$ cat src/rtl/core/top_two_margin_confidence_assert.svh
// Assertion macros for the top-two margin confidence block.
// Each macro expects clk_i and rst_ni in the scope where it is used.
`ifndef TOP_TWO_MARGIN_CONFIDENCE_ASSERT_SVH
`define TOP_TWO_MARGIN_CONFIDENCE_ASSERT_SVH
`ifndef SYNTH
// Same-cycle implication.
`define TMC_ASSERT_IMP(lbl, ante, cons) \
  lbl: assert property (@(posedge clk_i) disable iff (!rst_ni) (ante) |-> (cons)) \
    else $error("tmc: check failed");
// Next-cycle implication.
`define TMC_ASSERT_NXT(lbl, ante, cons) \
  lbl: assert property (@(posedge clk_i) disable iff (!rst_ni) (ante) |=> (cons)) \
    else $error("tmc: check failed");
`else
`define TMC_ASSERT_IMP(lbl, ante, cons)
`define TMC_ASSERT_NXT(lbl, ante, cons)
`endif
`endif

$ cat src/rtl/core/tmc_pkg.sv
package tmc_pkg;

  // Default sizes
  localparam int MAX_ROW_LENGTH_DEF  = 4096;
  localparam int MAX_ROWS_DEF        = 65535;
  localparam int EXP_TABLE_DEPTH_DEF = 1024;

  // Field and register widths
  localparam int SCORE_W    = 24;
  localparam int THR_W      = 24;
  localparam int RL_W       = 13;
  localparam int CFG_IDX_W  = 2;
  localparam int CFG_DATA_W = 24;
  localparam int MARGIN_W   = 25;
  localparam int MEAN_CNT_W = 20;
  localparam int ROWS_W     = 16;
  localparam int OUT_W      = 64;
  localparam int EXP_W      = 33;

  // Register indexes
  localparam logic [CFG_IDX_W-1:0] CFG_MODE       = 2'd0;
  localparam logic [CFG_IDX_W-1:0] CFG_ROW_LENGTH = 2'd1;
  localparam logic [CFG_IDX_W-1:0] CFG_THRESHOLD  = 2'd2;

  // Mode codes
  localparam logic MODE_MAX = 1'b0;
  localparam logic MODE_MIN = 1'b1;

  // Fixed-point constants of the compared values
  localparam logic signed [SCORE_W+1:0] VAL_ONE   = 26'sd65536;
  localparam logic signed [SCORE_W+1:0] VAL_FLOOR = -26'sd8388608;

  // Q32 ratio between neighbouring table entries, from a truncated Taylor series
  function automatic logic [31:0] exp_step(input logic [63:0] h);
    logic [63:0] term;
    logic [63:0] sum;
    term = 64'd1 << 32;
    sum  = 64'd1 << 32;
    for (int n = 1; n <= 24; n++) begin
      term = ((term * h) >> 32) / 64'(n);
      if (n[0]) sum = sum - term;
      else sum = sum + term;
    end
    return sum[31:0];
  endfunction

endpackage

$ cat src/rtl/core/tmc_div.sv
module tmc_div
  import tmc_pkg::*;
#(
  parameter int NW = 24,
  parameter int DW = 33
) (
  input  logic          clk_i,
  input  logic          rst_ni,
  input  logic          start_i,
  input  logic [NW-1:0] num_i,
  input  logic [DW-1:0] rem_i,
  input  logic [DW-1:0] den_i,
  output logic          done_o,
  output logic [NW-1:0] quot_o
);

  localparam int CW = $clog2(NW + 1);

  logic [NW-1:0] q_q, q_d;
  logic [DW-1:0] r_q, r_d;
  logic [DW-1:0] den_q, den_d;
  logic [CW-1:0] n_q, n_d;
  logic          run_q, run_d;
  logic          done_q, done_d;
  logic [DW:0]   trial;
  logic          ge;

  // One quotient bit per cycle, restoring form
  always_comb begin
    trial  = {r_q, q_q[NW-1]};
    ge     = trial >= {1'b0, den_q};
    q_d    = q_q;
    r_d    = r_q;
    den_d  = den_q;
    n_d    = n_q;
    run_d  = run_q;
    done_d = 1'b0;
    if (start_i) begin
      q_d   = num_i;
      r_d   = rem_i;
      den_d = den_i;
      n_d   = '0;
      run_d = 1'b1;
    end else if (run_q) begin
      q_d = {q_q[NW-2:0], ge};
      r_d = ge ? DW'(trial - {1'b0, den_q}) : DW'(trial);
      n_d = n_q + 1'b1;
      if (n_q == CW'(NW - 1)) begin
        run_d  = 1'b0;
        done_d = 1'b1;
      end
    end
  end

  always_ff @(posedge clk_i or negedge rst_ni) begin
    if (!rst_ni) begin
      run_q  <= 1'b0;
      done_q <= 1'b0;
      n_q    <= '0;
    end else begin
      run_q  <= run_d;
      done_q <= done_d;
      n_q    <= n_d;
    end
  end

  always_ff @(posedge clk_i) begin
    q_q   <= q_d;
    r_q   <= r_d;
    den_q <= den_d;
  end

  assign done_o = done_q;
  assign quot_o = q_q;

endmodule

$ cat config.mk
export PLATFORM = sky130hd
export DESIGN_NAME = tmc_div
export DESIGN_NICKNAME = d
export VERILOG_FILES = /design/src/rtl/core/top_two_margin_confidence_assert.svh /design/src/rtl/core/tmc_pkg.sv /design/src/rtl/core/tmc_div.sv
export SDC_FILE = /design/constraint.sdc
export NUM_CORES = 1
export LEC_CHECK = 0
export BUFFER_PORTS_ARGS = -buffer_cell sky130_fd_sc_hd__buf_2
export CAP_MARGIN = 0
export CORE_ASPECT_RATIO = 0.9
export CORE_MARGIN = 4
export CORE_UTILIZATION = 40
export CTS_CLUSTER_DIAMETER = 120
export DETAILED_ROUTE_END_ITERATION = 8
export GPL_TIMING_DRIVEN = 0
export SLEW_MARGIN = 20
export SYNTH_ARGS = -nofsm -noshare
export SYNTH_HDL_FRONTEND = slang
export SYNTH_SLANG_ARGS = --single-unit
$ cat constraint.sdc
create_clock -name clk_i -period 4 [get_ports clk_i]
set_clock_uncertainty 0.1 [all_clocks]
set_input_delay 0.8 -clock clk_i [delete_from_list [all_inputs] [get_ports clk_i]]
set_output_delay 0.8 -clock clk_i [all_outputs]
set_load 0.05 [all_outputs]
==> impl_metrics.env <==
export IMPL_status="finished clean"
export IMPL_die_x_um=136.0
export IMPL_cp_start_kind="flop"
export IMPL_numPortBuffers=117
export IMPL_slowest_stage="edfxtp_1"
export IMPL_syn_nets=671
export IMPL_num_rows=41
export IMPL_worst_path_max_fanout=10
export IMPL_powerDensity_nw_per_um2=744.0
export IMPL_synth_edf_count=90
export IMPL_vias=4607
export IMPL_dp_cells=854
export IMPL_worstPathArrival_ns=3.78
export IMPL_r2r_slack_ns=0.21
export IMPL_layout_cells_non_filler=871
export IMPL_maxCapViolCount=0
export IMPL_drv_slew=0
export IMPL_final_util_pct=49.59
export IMPL_worstPathRequired_ns=4.00
export IMPL_ys_types=63
export IMPL_finalHoldViolations=0
export IMPL_htree_num_levels=3
export IMPL_synth_area_per_cell_um2=10.87
export IMPL_grt_max_degree=38
export IMPL_cts_buffers=9
export IMPL_dr_pass1_iters=5
export IMPL_grt_ovfl_total=0
export IMPL_cts_sinks=97
export IMPL_clk_pin_slew_ns=0.08
export IMPL_rsz0062_at_grt="false"
export IMPL_die_area_um2=16760
export IMPL_setup_violations=0
export IMPL_cp_top_family="compound AO/OA/AOI/OAI gates"
export IMPL_grt_pass1_vias=4777
export IMPL_drcViolationCount=0
export IMPL_areaGrowthSynthToFinish_pct=19.85
export IMPL_antenna_found_initial=2
export IMPL_start_util_pct=41.38
export IMPL_slew_headroom_pct=36.73
export IMPL_drive_gt1_share_pct=25.70
export IMPL_synth_seq_cells=97
export IMPL_grt_pass1_wl_mm=24.68
export IMPL_synth_area_leaders="edfxtp_1 46%, ha_1 7.2%, mux2_2 5.0%"
export IMPL_cp_end_kind="flop"
export IMPL_final_nets=800
export IMPL_coreArea_um2=14260
export IMPL_hold_buffers=0
export IMPL_syn_area_um2=5901
export IMPL_gp_congestion=0.8699
export IMPL_cp_cell_sequence="inv_1 -> ha_1 -> inv_1 -> fa_1 -> a21o_1 -> a221o_1 -> a32oi_2 -> o21ba_1 -> buf_6 -> nor4_4 -> o21ai_2 -> buf_2 -> mux2i_1 -> o21ai_1"
export IMPL_wl_per_cell_um=17.83
export IMPL_rr_startpoint="quot_o[23]"
export IMPL_die_h_um=123.2
export IMPL_fmax_mhz=264.1
export IMPL_leakage_nw=3.087
export IMPL_clock_latency_ns=0.36
export IMPL_yosysSeqAreaShare_pct=48.77
export IMPL_crit_cells=14
export IMPL_cpPeakStageDelay_ns=0.43
export IMPL_cts_root_buf="clkbuf_16"
export IMPL_crit_buf_inv=4
export IMPL_wl_mm=15.53
export IMPL_async_flop_share_pct=7.216
export IMPL_synth_top_area_cell="edfxtp_1"
export IMPL_ctsLongestPathBuffers=2
export IMPL_cts_tree="yes"
export IMPL_post_cts_setup_buffers=0
export IMPL_drtIter0Drc=305
export IMPL_r2r_end="r_q[1]"
export IMPL_critical_path_class="reg2reg"
export IMPL_cts_resized=0
export IMPL_peakVddDrop_v=0.0003055
export IMPL_via_per_inst=5.289
export IMPL_ys_warn_count=0
export IMPL_hpwl_mm=11.58
export IMPL_holdCritPathClass="in2async"
export IMPL_period_share_pct=94.65
export IMPL_synthFlopType="edfxtp_1"
export IMPL_rr_worst_depth=14
export IMPL_drtAntennaViolNets=0
export IMPL_finalCriticalPeriod_ns=3.786
export IMPL_finalPower_mw=5.261
export IMPL_track_usage_pct=19.17
export IMPL_crit_top_cell="inv_1"
export IMPL_io_pins=118
export IMPL_syn_instance_count=543
export IMPL_tightest_slew_ns=0.9490
export IMPL_netlist_area_leader_share_pct=45.80
[sequential cells by signal, indices dropped and copies added (netlist names)]
| signal | flops |
|---|---|
| den_q | 33 |
| r_q | 33 |
| quot_o | 24 |
| n_q | 5 |
| done_o | 1 |
| run_q | 1 |
[cell usage in the layout (no fill, tap or decap), types with 3 or more instances in the layout]
master,count
inv_8,3
and3_1,4
a21boi_0,3
inv_1,40
buf_1,3
dfrtp_1,7
buf_2,119
nor4b_1,3
o21bai_1,4
a21o_1,11
nand2_1,42
a2bb2oi_1,5
ha_1,34
nand3_1,9
o21ai_1,3
nor3_1,6
clkbuf_1,16
o21ai_0,19
a31oi_1,10
o2bb2ai_1,3
nand4_1,6
xor2_1,11
o21a_1,5
mux2i_1,19
a211oi_1,3
xnor2_1,17
mux2_2,26
edfxtp_1,90
and2_1,4
and4_1,4
a21oi_1,45
clkbuf_16,9
nor2_1,39
o211ai_1,5
[where the power goes]
| group | total [mW] | switching [mW] | leakage, nW | internal (mW) |
|---|---|---|---|---|
| registers | 1.55 | 0.132 | 1.01 | 1.42 |
| logic | 2.77 | 1.63 | 1.92 | 1.14 |
| clock network | 0.941 | 0.436 | 0.159 | 0.505 |
[metal layers]
layer | part of all wire, % | track usage [%]
met1 | 47 | 25.87
met2 | 46 | 30.85
met3 | 6.3 | 5.167
met4 | 1.3 | 4.786
met5 | 0.045 | 0
[cell families after synthesis]
logic type / Yosys count / share of synthesized area, %
AO/OA/AOI/OAI: 139 / 15.46
XOR/XNOR: 28 / 4.156
adder cells (fa/ha/maj): 35 / 7.549
buffers and inverters: 66 / 4.856
flip-flops: 97 / 48.77
multiplexers: 45 / 8.185
AND/OR/NAND/NOR: 133 / 11.03
[worst register-to-register path, delay by kind of cell, from the launching register on]
family | cells | cell delay (ns)
DFF | 1 | 0.43
buffers and inverters | 4 | 0.62
and+or+nand+nor | 1 | 0.06
AOI/OAI and AO/OA | 6 | 1.55
muxes | 1 | 0.22
adders and majority gates | 2 | 0.55
[how the worst max path moves through the flow]
stage / slack [ns] / from / endpoint
final: 0.21 / quot_o[23] / r_q[1]
after global routing: 0.004 / quot_o[23] / r_q[1]
after CTS: 0.20 / quot_o[23] / r_q[1]
after detailed placement: 0.17 / start_i / quot_o[13]
after global placement: -0.31 / start_i / r_q[19]
after floorplan: 0.43 / quot_o[23] / quot_o[0]
[through the flow]
stage | hold slack, ns | area (µm²) | setup slack, ns | TNS (ns)
after global placement | 0.4287 | 6728 | -0.3063 | -17.30
after detailed placement | 0.4321 | 6750 | 0.1673 | 0
after global routing | 0.1537 | 7072 | 0.004052 | 0
final | 0.1567 | 7072 | 0.2142 | 0
after floorplan | 0.4044 | 5901 | 0.4319 | 0
after CTS | 0.1466 | 7069 | 0.2027 | 0
[layout make-up]
cell class / count / area (µm²)
flip-flops and latches: 97 / 2878
repair buffers: 118 / 605.6
clock inverters: 7 / 93.84
diodes: 1 / 2.502
well taps: 193 / 241.5
fillers: 1372 / 7189
multi-input cells: 380 / 2739
clock buffers: 9 / 225.2
inverters: 40 / 150.1
plain buffers: 26 / 136.4
[Yosys cell counts, types with 3 or more instances]
master	count
o21a_1	5
xnor2_1	17
or2_2	3
nand2_1	42
o21bai_1	4
edfxtp_1	90
a21o_1	11
dfrtp_1	7
xor2_1	11
mux2i_1	19
buf_1	3
mux2_2	26
o211ai_1	5
nand3_1	9
nor4b_1	3
clkbuf_1	16
o21ai_0	19
and4_1	4
nor3_1	6
a2bb2oi_1	5
nor2_1	39
and3_1	4
and2_1	4
nand4_1	6
a31oi_1	10
o2bb2ai_1	3
inv_1	40
a21oi_1	45
a211oi_1	3
o21ai_1	3
ha_1	34
a21boi_0	3
Note: power is estimated with default switching activity, not from simulation.
